**config.mk**
```make
export PLATFORM = sky130hd
export DESIGN_NAME = box_filter_clamped_edges_unit
export DESIGN_NICKNAME = d
export VERILOG_FILES = /design/src/hw/rtl/bfce_pkg.sv /design/src/hw/rtl/bfce_mean_pipe.sv /design/src/hw/rtl/box_filter_clamped_edges_unit.sv
export SDC_FILE = /design/constraint.sdc
export NUM_CORES = 2
export LEC_CHECK = 0
export ABC_AREA = 1
export BUFFER_PORTS_ARGS = -buffer_cell sky130_fd_sc_hd__buf_4
export CAP_MARGIN = 5
export CORE_UTILIZATION = 58
export DETAILED_ROUTE_END_ITERATION = 8
export PLACE_DENSITY = 0.87
export SYNTH_ARGS = -nofsm -noshare
export SYNTH_HDL_FRONTEND = slang
export SYNTH_SLANG_ARGS = --single-unit
```
**constraint.sdc**
```tcl
create_clock -name i_clk -period 9.2 [get_ports i_clk]
set_input_delay 2.3 -clock i_clk [delete_from_list [all_inputs] [get_ports i_clk]]
set_output_delay 2.3 -clock i_clk [all_outputs]
set_load 0.1 [all_outputs]
```
**src/hw/rtl/bfce_pkg.sv**
```systemverilog
`timescale 1ns / 1ps
// ----------------------------------------------------------------------------
// bfce_pkg
// Shared types, widths and the reciprocal table of the clamped box filter.
// ----------------------------------------------------------------------------
package bfce_pkg;

    localparam int SAMPLE_W    = 16;
    localparam int RAD_W       = 5;
    localparam int RAD_MAX     = (1 << RAD_W) - 1;
    localparam int POS_W       = 16;
    localparam int SUM_W       = 22;              // 63 full-scale samples
    localparam int NE_W        = RAD_W + 1;
    localparam int AGE_W       = RAD_W + 2;
    localparam int EXT_W       = AGE_W + 1;
    localparam int PA_W        = RAD_W + SAMPLE_W;
    localparam int PB_W        = NE_W + SAMPLE_W;
    localparam int RECIP_SHIFT = 28;
    localparam int RECIP_W     = RECIP_SHIFT + 1;
    localparam int PROD_W      = SUM_W + RECIP_W;

    typedef struct packed {
        logic [SAMPLE_W-1:0] sample;
        logic                row_end;
    } t_in;

    typedef struct packed {
        logic [SAMPLE_W-1:0] filtered;
        logic                final_res;
    } t_out;

    // One window to evaluate: prefix at the newest sample, replication counts
    // for the right (newest) and left (row start) clamps.
    typedef struct packed {
        logic [SUM_W-1:0]    ptop;
        logic [SAMPLE_W-1:0] sample;
        logic [SAMPLE_W-1:0] edge_val;
        logic [RAD_W-1:0]    nr;
        logic [NE_W-1:0]     ne;
        logic                zero_q;
        logic [RAD_W-1:0]    radius;
        logic                final_res;
    } t_job;

    // ceil(2^28 / (2r+1)); exact floor division for any dividend below 2^22
    function automatic logic [RECIP_W-1:0] recip(input logic [RAD_W-1:0] r);
        logic [RECIP_W-1:0] m;
        unique case (r)
            5'd0:  m = 29'd268435456;
            5'd1:  m = 29'd89478486;
            5'd2:  m = 29'd53687092;
            5'd3:  m = 29'd38347923;
            5'd4:  m = 29'd29826162;
            5'd5:  m = 29'd24403224;
            5'd6:  m = 29'd20648882;
            5'd7:  m = 29'd17895698;
            5'd8:  m = 29'd15790321;
            5'd9:  m = 29'd14128182;
            5'd10: m = 29'd12782641;
            5'd11: m = 29'd11671107;
            5'd12: m = 29'd10737419;
            5'd13: m = 29'd9942054;
            5'd14: m = 29'd9256396;
            5'd15: m = 29'd8659209;
            5'd16: m = 29'd8134408;
            5'd17: m = 29'd7669585;
            5'd18: m = 29'd7255013;
            5'd19: m = 29'd6882961;
            5'd20: m = 29'd6547207;
            5'd21: m = 29'd6242686;
            5'd22: m = 29'd5965233;
            5'd23: m = 29'd5711393;
            5'd24: m = 29'd5478275;
            5'd25: m = 29'd5263441;
            5'd26: m = 29'd5064820;
            5'd27: m = 29'd4880645;
            5'd28: m = 29'd4709394;
            5'd29: m = 29'd4549754;
            5'd30: m = 29'd4400582;
            5'd31: m = 29'd4260881;
        endcase
        return m;
    endfunction

endpackage

```
**src/hw/rtl/bfce_mean_pipe.sv**
```systemverilog
`timescale 1ns / 1ps
// ----------------------------------------------------------------------------
// bfce_mean_pipe
// Window sum from prefix difference plus clamp terms, rounded mean by
// reciprocal multiply, output register. Bubble-collapsing valid chain.
// ----------------------------------------------------------------------------
module bfce_mean_pipe
    import bfce_pkg::*;
(
    input  logic             i_clk,
    input  logic             i_rst_n,
    input  logic             i_issue,
    input  t_job             i_job,
    input  logic [SUM_W-1:0] i_rd_prefix,   // memory data, aligned with J1
    output logic             o_ready,
    output logic             o_out_valid,
    input  logic             i_out_stall,
    output t_out             o_out_data
);

    logic                r_j1_v;
    t_job                r_j1;
    logic                r_j2_v;
    logic [SUM_W-1:0]    r_j2_diff;
    logic [PA_W-1:0]     r_j2_pa;
    logic [PB_W-1:0]     r_j2_pb;
    logic [RAD_W-1:0]    r_j2_r;
    logic                r_j2_fin;
    logic                r_j3_v;
    logic [SUM_W-1:0]    r_j3_x;
    logic [RECIP_W-1:0]  r_j3_m;
    logic                r_j3_fin;
    logic                r_out_valid;
    t_out                r_out;

    logic                out_ready;
    logic                j3_ready;
    logic                j2_ready;
    logic [SUM_W-1:0]    n_diff;
    logic [PA_W-1:0]     n_pa;
    logic [PB_W-1:0]     n_pb;
    logic [SUM_W-1:0]    n_x;
    logic [PROD_W-1:0]   prod;

    assign out_ready = !r_out_valid || !i_out_stall;
    assign j3_ready  = !r_j3_v || out_ready;
    assign j2_ready  = !r_j2_v || j3_ready;
    assign o_ready   = !r_j1_v || j2_ready;

    // J1: prefix difference and clamp replication products
    assign n_diff = r_j1.ptop - (r_j1.zero_q ? '0 : i_rd_prefix);
    assign n_pa   = PA_W'(r_j1.nr) * PA_W'(r_j1.sample);
    assign n_pb   = PB_W'(r_j1.ne) * PB_W'(r_j1.edge_val);

    // J2: full window sum plus half divisor for round half-up
    assign n_x = SUM_W'(r_j2_diff + SUM_W'(r_j2_pa) + SUM_W'(r_j2_pb) + SUM_W'(r_j2_r));

    // J3: multiply by reciprocal
    assign prod = PROD_W'(r_j3_x) * PROD_W'(r_j3_m);

    always_ff @(posedge i_clk) begin
        if (!i_rst_n) begin
            r_j1_v      <= 1'b0;
            r_j2_v      <= 1'b0;
            r_j3_v      <= 1'b0;
            r_out_valid <= 1'b0;
        end else begin
            if (o_ready)   r_j1_v      <= i_issue;
            if (j2_ready)  r_j2_v      <= r_j1_v;
            if (j3_ready)  r_j3_v      <= r_j2_v;
            if (out_ready) r_out_valid <= r_j3_v;
        end
    end

    always_ff @(posedge i_clk) begin
        if (o_ready) begin
            r_j1 <= i_job;
        end
        if (j2_ready) begin
            r_j2_diff <= n_diff;
            r_j2_pa   <= n_pa;
            r_j2_pb   <= n_pb;
            r_j2_r    <= r_j1.radius;
            r_j2_fin  <= r_j1.final_res;
        end
        if (j3_ready) begin
            r_j3_x   <= n_x;
            r_j3_m   <= recip(r_j2_r);
            r_j3_fin <= r_j2_fin;
        end
        if (out_ready) begin
            r_out.filtered  <= prod[RECIP_SHIFT +: SAMPLE_W];
            r_out.final_res <= r_j3_fin;
        end
    end

    assign o_out_valid = r_out_valid;
    assign o_out_data  = r_out;

`ifndef SYNTHESIS
    a_issue_when_ready: assert property (@(posedge i_clk) disable iff (!i_rst_n)
        i_issue |-> o_ready)
        else $error("job issued while J1 cannot take it");

    a_j1_hold: assert property (@(posedge i_clk) disable iff (!i_rst_n)
        r_j1_v && !j2_ready |=> r_j1_v && $stable(r_j1))
        else $error("J1 job lost under back pressure");

    a_j3_hold: assert property (@(posedge i_clk) disable iff (!i_rst_n)
        r_j3_v && !out_ready |=> r_j3_v && $stable(r_j3_x))
        else $error("J3 operand lost under back pressure");
`endif

endmodule

```
**src/hw/rtl/box_filter_clamped_edges_unit.sv**
```systemverilog
`timescale 1ns / 1ps
// ----------------------------------------------------------------------------
// box_filter_clamped_edges_unit
// Streaming 1-D box filter over a row, edges clamped, rounded mean.
// ----------------------------------------------------------------------------
// Usage:
//   Input channel (i_in_valid / o_in_stall / i_in_data) carries one sample
//   per transfer; row_end marks the last sample of a row. Output channel
//   (o_out_valid / i_out_stall / o_out_data) carries filtered results, and
//   final_res marks the last result of the row.
//   Config channel (i_cfg_valid / o_cfg_ready / i_cfg_radius) sets the window
//   half width; ready is always high. Write it between transfers only.
//   Throughput: one sample per cycle unless a flush or output stall holds the
//   input. Output x leaves once sample x+r is in. A row_end sample with
//   radius r and row length N raises o_in_stall for a flush of min(N, r)
//   pending windows, issued through the single job port into the pipeline.
//   Each job passes J1, J2, J3 and the output register before o_out_valid rises.
//   Reset (synchronous, active low) empties the pipeline, zeroes the radius
//   and starts a new row. No memory clearing pass is needed.
//   When the receiver stalls, the output register holds; the pipeline keeps
//   filling its empty stages and keeps taking samples until it is full.
// ----------------------------------------------------------------------------
module box_filter_clamped_edges_unit
    import bfce_pkg::*;
#(
    parameter int MAX_RADIUS = 31
) (
    input  logic             i_clk,
    input  logic             i_rst_n,
    input  logic             i_in_valid,
    output logic             o_in_stall,
    input  t_in              i_in_data,
    output logic             o_out_valid,
    input  logic             i_out_stall,
    output t_out             o_out_data,
    input  logic             i_cfg_valid,
    output logic             o_cfg_ready,
    input  logic [RAD_W-1:0] i_cfg_radius
);

    // Only radii the 5-bit register can express matter.
    localparam int R_EFF = (MAX_RADIUS < RAD_MAX) ? MAX_RADIUS : RAD_MAX;
    localparam int DEPTH = 2 * R_EFF + 2;
    localparam int AW    = $clog2(DEPTH);

    // Ring of row prefix sums (mod 2^SUM_W); window sums are differences.
    logic [SUM_W-1:0]    r_hist [DEPTH];
    logic [SUM_W-1:0]    r_rd_prefix;

    // Row state
    logic [RAD_W-1:0]    r_radius;
    logic [POS_W-1:0]    r_pos;
    logic [SUM_W-1:0]    r_prefix;
    logic [SAMPLE_W-1:0] r_edge;
    logic [AW-1:0]       r_head;

    // Flush context captured from the row_end sample
    logic                r_fl_active;
    logic [RAD_W-1:0]    r_fl_j;
    logic [RAD_W-1:0]    r_fl_r;
    logic [POS_W-1:0]    r_fl_p;
    logic [SUM_W-1:0]    r_fl_ptop;
    logic [SAMPLE_W-1:0] r_fl_s;
    logic [SAMPLE_W-1:0] r_fl_edge;
    logic [AW-1:0]       r_fl_newest;

    logic [RAD_W-1:0]    n_radius;
    logic [POS_W-1:0]    n_pos;
    logic [SUM_W-1:0]    n_prefix;
    logic [SAMPLE_W-1:0] n_edge;
    logic [AW-1:0]       n_head;
    logic                n_fl_active;
    logic [RAD_W-1:0]    n_fl_j;

    logic                j1_ready;
    logic                in_acc;
    logic                acc_job;
    logic                fl_issue;
    logic                issue;
    logic [RAD_W-1:0]    cur_radius;
    logic [SUM_W-1:0]    p_new;
    logic [SAMPLE_W-1:0] edge_new;

    logic [RAD_W-1:0]    sel_b;
    logic [RAD_W-1:0]    sel_r;
    logic [POS_W-1:0]    sel_p;
    logic [AW-1:0]       sel_newest;
    logic [NE_W-1:0]     br;
    logic [AGE_W-1:0]    age;
    logic [EXT_W-1:0]    ext_new;
    logic [EXT_W-1:0]    ext_age;
    logic [AW-1:0]       rd_addr;
    t_job                job;

    assign o_cfg_ready = 1'b1;

    assign cur_radius = (r_radius > RAD_W'(R_EFF)) ? RAD_W'(R_EFF) : r_radius;

    // Input is held during a flush and whenever J1 cannot take a job.
    assign o_in_stall = r_fl_active || !j1_ready;
    assign in_acc     = i_in_valid && !o_in_stall;
    assign acc_job    = in_acc && (r_pos >= POS_W'(cur_radius));
    assign fl_issue   = r_fl_active && j1_ready;
    assign issue      = acc_job || fl_issue;

    // A new row restarts the prefix and latches its edge sample.
    assign p_new    = (r_pos == '0) ? SUM_W'(i_in_data.sample)
                                    : r_prefix + SUM_W'(i_in_data.sample);
    assign edge_new = (r_pos == '0) ? i_in_data.sample : r_edge;

    // Job for window centered 'b' samples before the newest one.
    // Ages below zero replicate the newest sample (nr copies), ages past the
    // row start replicate the edge sample (ne copies); the rest is
    // prefix(newest) - prefix(age b+r+1), or the whole prefix if that age
    // lies before the row.
    always_comb begin
        if (r_fl_active) begin
            sel_b          = r_fl_j;
            sel_r          = r_fl_r;
            sel_p          = r_fl_p;
            sel_newest     = r_fl_newest;
            job.ptop       = r_fl_ptop;
            job.sample     = r_fl_s;
            job.edge_val   = r_fl_edge;
            job.final_res  = (r_fl_j == '0);
        end else begin
            sel_b          = cur_radius;
            sel_r          = cur_radius;
            sel_p          = r_pos;
            sel_newest     = r_head;
            job.ptop       = p_new;
            job.sample     = i_in_data.sample;
            job.edge_val   = edge_new;
            job.final_res  = i_in_data.row_end && (cur_radius == '0);
        end
        br         = NE_W'(sel_b) + NE_W'(sel_r);
        job.radius = sel_r;
        job.nr     = sel_r - sel_b;
        job.zero_q = (POS_W'(br) >= sel_p);
        job.ne     = job.zero_q ? NE_W'(POS_W'(br) - sel_p) : '0;
        age        = AGE_W'(br) + AGE_W'(1);
        ext_new    = EXT_W'(sel_newest);
        ext_age    = EXT_W'(age);
        rd_addr    = (ext_new >= ext_age) ? AW'(ext_new - ext_age)
                                          : AW'(ext_new + EXT_W'(DEPTH) - ext_age);
    end

    // Row and flush state
    always_comb begin
        n_radius    = i_cfg_valid ? i_cfg_radius : r_radius;
        n_pos       = r_pos;
        n_prefix    = r_prefix;
        n_edge      = r_edge;
        n_head      = r_head;
        n_fl_active = r_fl_active;
        n_fl_j      = r_fl_j;
        if (in_acc) begin
            n_head = (r_head == AW'(DEPTH - 1)) ? '0 : r_head + AW'(1);
            if (i_in_data.row_end) begin
                n_pos       = '0;
                n_prefix    = '0;
                n_edge      = '0;
                n_fl_active = (cur_radius != '0);
                n_fl_j      = (r_pos < POS_W'(cur_radius)) ? RAD_W'(r_pos)
                                                           : cur_radius - RAD_W'(1);
            end else begin
                n_pos    = (r_pos == '1) ? r_pos : r_pos + POS_W'(1);
                n_prefix = p_new;
                n_edge   = edge_new;
            end
        end else if (fl_issue) begin
            if (r_fl_j == '0) begin
                n_fl_active = 1'b0;
            end else begin
                n_fl_j = r_fl_j - RAD_W'(1);
            end
        end
    end

    always_ff @(posedge i_clk) begin
        if (!i_rst_n) begin
            r_radius    <= '0;
            r_pos       <= '0;
            r_prefix    <= '0;
            r_edge      <= '0;
            r_head      <= '0;
            r_fl_active <= 1'b0;
            r_fl_j      <= '0;
        end else begin
            r_radius    <= n_radius;
            r_pos       <= n_pos;
            r_prefix    <= n_prefix;
            r_edge      <= n_edge;
            r_head      <= n_head;
            r_fl_active <= n_fl_active;
            r_fl_j      <= n_fl_j;
        end
    end

    // Flush context payload
    always_ff @(posedge i_clk) begin
        if (in_acc && i_in_data.row_end) begin
            r_fl_r      <= cur_radius;
            r_fl_p      <= r_pos;
            r_fl_ptop   <= p_new;
            r_fl_s      <= i_in_data.sample;
            r_fl_edge   <= edge_new;
            r_fl_newest <= r_head;
        end
    end

    // Prefix memory: write at the newest slot, read an older slot. The read
    // age is at least one, so the two never collide and no bypass is needed.
    always_ff @(posedge i_clk) begin
        if (in_acc) begin
            r_hist[r_head] <= p_new;
        end
    end

    always_ff @(posedge i_clk) begin
        if (issue) begin
            r_rd_prefix <= r_hist[rd_addr];
        end
    end

    bfce_mean_pipe u_mean (
        .i_clk       (i_clk),
        .i_rst_n     (i_rst_n),
        .i_issue     (issue),
        .i_job       (job),
        .i_rd_prefix (r_rd_prefix),
        .o_ready     (j1_ready),
        .o_out_valid (o_out_valid),
        .i_out_stall (i_out_stall),
        .o_out_data  (o_out_data)
    );

`ifndef SYNTHESIS
    a_no_rw_collision: assert property (@(posedge i_clk) disable iff (!i_rst_n)
        acc_job && !job.zero_q |-> rd_addr != r_head)
        else $error("prefix read hits the slot being written");

    a_flush_starts: assert property (@(posedge i_clk) disable iff (!i_rst_n)
        in_acc && i_in_data.row_end && cur_radius != '0 |=> r_fl_active)
        else $error("row end with nonzero radius did not start a flush");

    a_flush_ends: assert property (@(posedge i_clk) disable iff (!i_rst_n)
        fl_issue && r_fl_j == '0 |=> !r_fl_active)
        else $error("flush did not end after its last window");

    a_flush_new_row: assert property (@(posedge i_clk) disable iff (!i_rst_n)
        r_fl_active |-> r_pos == '0)
        else $error("row position not cleared during flush");
`endif

endmodule

```
---- Word level (Yosys, flattened, before mapping) ----
Memories as Yosys holds them, arrays and structs flattened. A register that Yosys moved wholly into a read port is not among the register bits.
Cells that the tools add are included.
operators by class
  $add $sub $neg .......................... 16
  multipliers ............................. 3
  $lt $le $gt $ge ......................... 5
  equality and inequality tests ........... 5
  mux-type cells .......................... 27
  reductions and logical operators ........ 27
operator list
  cell                                                                number
  16-bit 2-to-1 mux                                                   5
  22-bit 2-to-1 mux                                                   3
  54-bit 2-to-1 mux                                                   1
  22-bit by 29-bit multiplier with 44-bit output                      1
  5-bit 2-to-1 mux                                                    8
  22-bit by 16-bit adder with 22-bit output                           1
  22-bit by 21-bit adder with 22-bit output                           1
  22-bit adder                                                        1
  22-bit by 5-bit adder with 22-bit output                            1
  6-bit by 16-bit multiplier with 22-bit output                       1
  22-bit subtractor                                                   1
  5-bit by 16-bit multiplier with 21-bit output                       1
  6-bit 2-to-1 mux                                                    3
  6-bit subtractor                                                    3
  16-bit by 1-bit adder with 16-bit output, second input constant     1
  16-bit equality test, second input constant                         1
  16-bit by 5-bit greater-or-equal comparator with 1-bit output       1
  6-bit by 16-bit greater-or-equal comparator with 1-bit output       1
  16-bit zero test                                                    1
  16-bit by 5-bit less-than comparator with 1-bit output              1
  6-bit by 1-bit adder with 6-bit output, second input constant       2
  5-bit zero test                                                     2
  5-bit by 1-bit subtractor with 5-bit output, second input constant  2
  6-bit by 1-bit adder with 7-bit output, second input constant       1
  other kinds (14)                                                    39
word-level totals
  flip-flop bits (word level) ............. 368
  RAM bits ................................ 1408
  ROM bits ................................ 896
  logic and storage cells ................. 120
  memories ................................ 2
memory list
  memory           depth  bits a word  rd ports  clocked after Yosys merged registers in  wr ports  line                                 source
  r_hist           64     22           1         1                                        1         box_filter_clamped_edges_unit.sv:47  logic [SUM_W-1:0] r_hist [DEPTH];
  (no name shown)  32     28           1         1                                        0         bfce_pkg.sv:48                       unique case (r)

---- Logic depth before layout (Yosys ltp) ----
  depth after elaboration ................. 11
  gate-level depth with buffers ........... 28
  mapped depth without buffers ............ 26

---- By module ----
From an unflattened synthesis, not the netlist that was laid out.
unflattened totals
  cell total of the unflattened synthesis .. 9908
  area, all modules ....................... 101238.3 um2
by module, submodules not included
  module                         instances  cells each  area each (um2)
  box_filter_clamped_edges_unit  1          5677        65945.7
  bfce_mean_pipe                 1          4231        35292.6

---- Least setup slack after synthesis ----
Ideal clock, no wire load.
  path kind ............................... input port to output port
  from .................................... in i_out_stall
  to ...................................... out o_in_stall
  arrival time ............................ 7090 ps
  setup slack ............................. -190 ps
  stages on the path ...................... 4
  cells stage by stage .................... nand4_1 -> nor2_1 -> inv_1 -> nand2_1
between the ends
  cells in the longest elaborated chain, start to end .. 7
ends and longest elaborated chain
  element             line                                  source
  start: declaration  box_filter_clamped_edges_unit.sv:34   input logic i_out_stall,
  1-bit zero test     bfce_mean_pipe.sv:45                  assign out_ready = !r_out_valid || !i_out_stall;
  1-bit logical OR    bfce_mean_pipe.sv:45
  1-bit logical OR    bfce_mean_pipe.sv:46                  assign j3_ready = !r_j3_v || out_ready;
  1-bit logical OR    bfce_mean_pipe.sv:47                  assign j2_ready = !r_j2_v || j3_ready;
  1-bit logical OR    bfce_mean_pipe.sv:48                  assign o_ready = !r_j1_v || j2_ready;
  1-bit zero test     box_filter_clamped_edges_unit.sv:100  assign o_in_stall = r_fl_active || !j1_ready;
  1-bit logical OR    box_filter_clamped_edges_unit.sv:100
  end: declaration    box_filter_clamped_edges_unit.sv:31   output logic o_in_stall,
Every way passes these cells.

---- Worst setup path in the final report ----
  from .................................... reg u_mean.r_j3_m[19]
  to ...................................... reg u_mean.r_out (netlist bit u_mean.o_out_data[9]), data pin
between the ends
  cells in the longest elaborated chain, start to end .. 1
ends and longest elaborated chain
  element                                         line                  source
  start: declaration                              bfce_mean_pipe.sv:31  logic [RECIP_W-1:0] r_j3_m;
  22-bit by 29-bit multiplier with 44-bit output  bfce_mean_pipe.sv:59  assign prod = PROD_W'(r_j3_x) * PROD_W'(r_j3_m);
  net u_mean.prod[36]                             bfce_mean_pipe.sv:43  logic [PROD_W-1:0] prod;
  end: declaration                                bfce_mean_pipe.sv:34  t_out r_out;
The timed path passes the listed nets, and every way through them passes these cells.
A chain may end at the register's enable or synchronous reset.

==> out/results.tsv <==
stage	metric	value	unit
logic_synthesis	Post-synth EDFFs	1722	
worst_setup_path	CP required	9.81	ns
sta	final cycle utilization of the critical path	76.03	%
grt	initial antenna violation count	5	
routing	Initial DRC Count	11130	
finish	NumNets Final	10770	
logic_synthesis	FFs w/ async S/R, synth	0	%
logic_synthesis	largest area contributor in the netlist	edfxtp_1	
logic_synthesis	post-synth top area share	51.05	%
place	PortBufs	45	
clock_network	hold buffers post-CTS	0	
worst_setup_path	critical path peak fanout	22	
grt	total track usage	32.32	%
sta	Fin. Hold Viols	0	
grt	grt total ovfl	0	
sta	FMAX	0.1430	GHz
logic_synthesis	Ys Warns	0	
die	Starting Density	58.33	%
job	Max Cap Viol	0	
sta	minimum clock period	6.995	ns
die	Core Region	173600	um2
worst_setup_path	Worst Setup Path Type	register to register	
clock_network	CTS sink cnt	1797	
clock_network	total CTS buffers	175	
logic_synthesis	Syn Nets	10920	
grt	largest net degree at the start of global routing	195	
logic_synthesis	Synth area leaders	edfxtp_1, fa_1, nand2_1	
worst_setup_path	WP data arrival	7.61	ns
die	IO Pins	47	
clock_network	Clock Path Buffers	3	
sta	final setup vio count	0	
sta	worst clock skew	0.08440	ns
clock_network	CTS tree	yes	
clock_network	H-tree levels	4	
place	gp weighted congestion	0.9797	
finish	multi-input logic area	41750	um2
worst_hold_path	Worst Hold Path Cells	0	
clock_network	clock transition at the registers of the reported paths	0.06	ns
clock_network	clk_lat worst skew	0.88	ns
finish	fraction of layout cells with a size suffix above 1	5.506	%
die	Die W	419.9	um
die	Die Ht	419.9	um
logic_synthesis	Cell Area, Synth	101300	um2
clock_network	root buffer cell	clkbuf_16	
finish	Area growth syn-to-layout	8.284	%
routing	total wire length	286.8	mm
die	die area	176300	um2
finish	FF+latch area	53210	um2
routing	total number of vias	75520	
sta	relative slew slack	8.107	%
finish	Fillers	12650	
clock_network	post-CTS setup buffer count	0	
place	dpl cells	11950	
routing	Detailed Routing Iterations Pass 1	7	
sta	worst slew pin tran	1.377	ns
outcome	status	finished clean	
finish	Non-Filler Instances	12280	
routing	vias per cell	6.150	
sta	RSZ-0062 raised after global routing	no	
worst_hold_path	Hold Crit Class	register to register	
routing	post-route ant nets	0	
worst_setup_path	Worst Setup End Kind	register	
grt	first-pass GRT wire length	432.0	mm
routing	drc violations	0	
logic_synthesis	Gate Count Post-Synth	9950	
logic_synthesis	Synth cell types	52	
clock_network	# resized after CTS	0	
worst_setup_path	startpoint types	register	
logic_synthesis	average cell area after synthesis	10.18	um2
logic_synthesis	#FFs+latches synth	1797	
worst_setup_path	reg2reg path depth	22	
sta	fin. max-slew vios	0	
place	HPWL Detailed	180.1	mm
die	row cnt	153	
grt	vias in the first global route	75030	
logic_synthesis	main flop type after synthesis	edfxtp_1	
logic_synthesis	Seq/Total Area, Yosys	52.54	%
routing	drt wl/cell	23.36	um
==> through the flow <==
stage / setup WS, ns / area (um2) / util (%) / hold WS, ns / TNS [ns]
final: 2.205 / 109700 / 63.17 / 0.4191 / 0
after detailed placement: 2.280 / 103900 / 59.81 / 0.4062 / 0
after floorplan: -0.006194 / 101300 / - / 0.4003 / -0.006194
after global placement: 2.263 / 103900 / 59.81 / 0.4016 / 0
after CTS: 2.313 / 109600 / 63.12 / 0.4207 / 0
after global routing: 1.951 / 109700 / 63.16 / 0.4289 / 0
==> worst max-delay path, stage by stage, from the launching register on <==
cell      delay, ns
edfxtp_1       1.15
nand2_1        0.20
fa_1           0.59
inv_1          0.06
fa_1           0.53
inv_1          0.06
fa_1           0.50
inv_1          0.05
fa_1           0.54
fa_1           0.44
fa_1           0.51
inv_1          0.05
fa_1           0.48
inv_1          0.04
ha_1           0.31
nand2_1        0.13
inv_1          0.05
a21oi_1        0.36
o21ai_0        0.25
a21oi_1        0.27
nand3_1        0.11
nand2_1        0.07
nand2_1        0.04
==> cell families after synthesis <==
family | after synthesis | synth area share [%]
simple gates | 3807 | 14.85
buf+inv | 1712 | 6.626
fa+ha+maj | 938 | 16.28
flops | 1797 | 52.54
compound gates | 1585 | 8.745
other cells | 1 | 0.003702
xor+xnor | 110 | 0.9586
==> placed cells by master (no fill, tap or decap), types with 35 or more instances in the layout <==
cell type	synthesis	final
clkbuf_16	0	178
nor2_2	1	64
edfxtp_1	1722	1722
inv_1	1187	1184
xor2_1	75	75
nand3_1	375	373
o21ai_0	781	778
buf_4	17	175
fa_1	633	632
ha_1	305	304
o211ai_1	273	273
nor2_1	1392	1323
a21oi_1	252	252
dfxtp_1	75	74
o21ai_1	174	172
nand2_1	1921	1912
a31oi_1	35	35
nand4_1	52	52
clkbuf_1	307	52
==> routing by layer <==
| layer | up-vias | global-route usage [%] | routed length (um) |
|---|---|---|---|
| li1 | 32630 | - | - |
| met1 | 36280 | 41.71 | 101900 |
| met2 | 5501 | 50.63 | 132200 |
| met3 | 1109 | 6.593 | 33870 |
| met4 | 2 | 19.42 | 18830 |
| met5 | - | 0.05557 | 8 |
==> sequential cells by signal, summed over array words and instances (netlist names), 6 cells and up <==
name,count
r_rd_prefix,22
r_edge,16
u_mean.r_j2_pb,22
r_fl_s,16
r_prefix,22
u_mean.r_j1,72
r_pos,16
r_hist,1408
u_mean.o_out_data,17
r_fl_p,16
r_fl_newest,6
r_fl_ptop,22
u_mean.r_j2_pa,21
u_mean.r_j3_x,22
r_head,6
u_mean.r_j3_m,28
r_fl_edge,16
u_mean.r_j2_diff,22
==> cell usage after synthesis, types with 6 or more instances <==
| cell | instances |
|---|---|
| a21boi_0 | 6 |
| a21o_1 | 20 |
| a21oi_1 | 252 |
| a31oi_1 | 35 |
| buf_1 | 77 |
| buf_2 | 96 |
| buf_4 | 17 |
| buf_6 | 12 |
| clkbuf_1 | 307 |
| clkinv_1 | 6 |
| dfxtp_1 | 75 |
| edfxtp_1 | 1722 |
| fa_1 | 633 |
| ha_1 | 305 |
| inv_1 | 1187 |
| inv_2 | 9 |
| nand2_1 | 1921 |
| nand3_1 | 375 |
| nand3b_1 | 6 |
| nand4_1 | 52 |
| nor2_1 | 1392 |
| nor3_1 | 30 |
| nor4_1 | 12 |
| o211ai_1 | 273 |
| o21ai_0 | 781 |
| o21ai_1 | 174 |
| o21bai_1 | 17 |
| xnor2_1 | 34 |
| xor2_1 | 75 |
==> worst paths after layout <==
| path | start | endpoint | slack [ns] |
|---|---|---|---|
| hold / removal | u_mean.r_j3_fin$_DFFE_PP_ | u_mean.o_out_data[0]$_DFFE_PP_ | 0.42 |
| setup reg to reg | u_mean.r_j3_m[19]$_DFFE_PP_ | u_mean.o_out_data[9]$_DFFE_PP_ | 2.20 |
| hold reg to reg | u_mean.r_j3_fin$_DFFE_PP_ | u_mean.o_out_data[0]$_DFFE_PP_ | 0.42 |
| setup / recovery | u_mean.r_j3_m[19]$_DFFE_PP_ | u_mean.o_out_data[9]$_DFFE_PP_ | 2.20 |
==> final cells by class <==
| cell class | count | area share (%) |
|---|---|---|
| Antenna cell | 2 | 0.004563 |
| Clock buffer | 241 | 4.377 |
| Clock inverter | 85 | 0.8590 |
| Inverter | 1202 | 4.130 |
| Multi-Input combinational cell | 6441 | 38.07 |
| Sequential cell | 1797 | 48.52 |
| Tap cell | 2325 | 2.652 |
| Timing Repair Buffer | 186 | 1.392 |
Power is left out: the tool's default activity adds up to more than one toggle a clock period on the data nets, which glitch-free logic cannot reach.
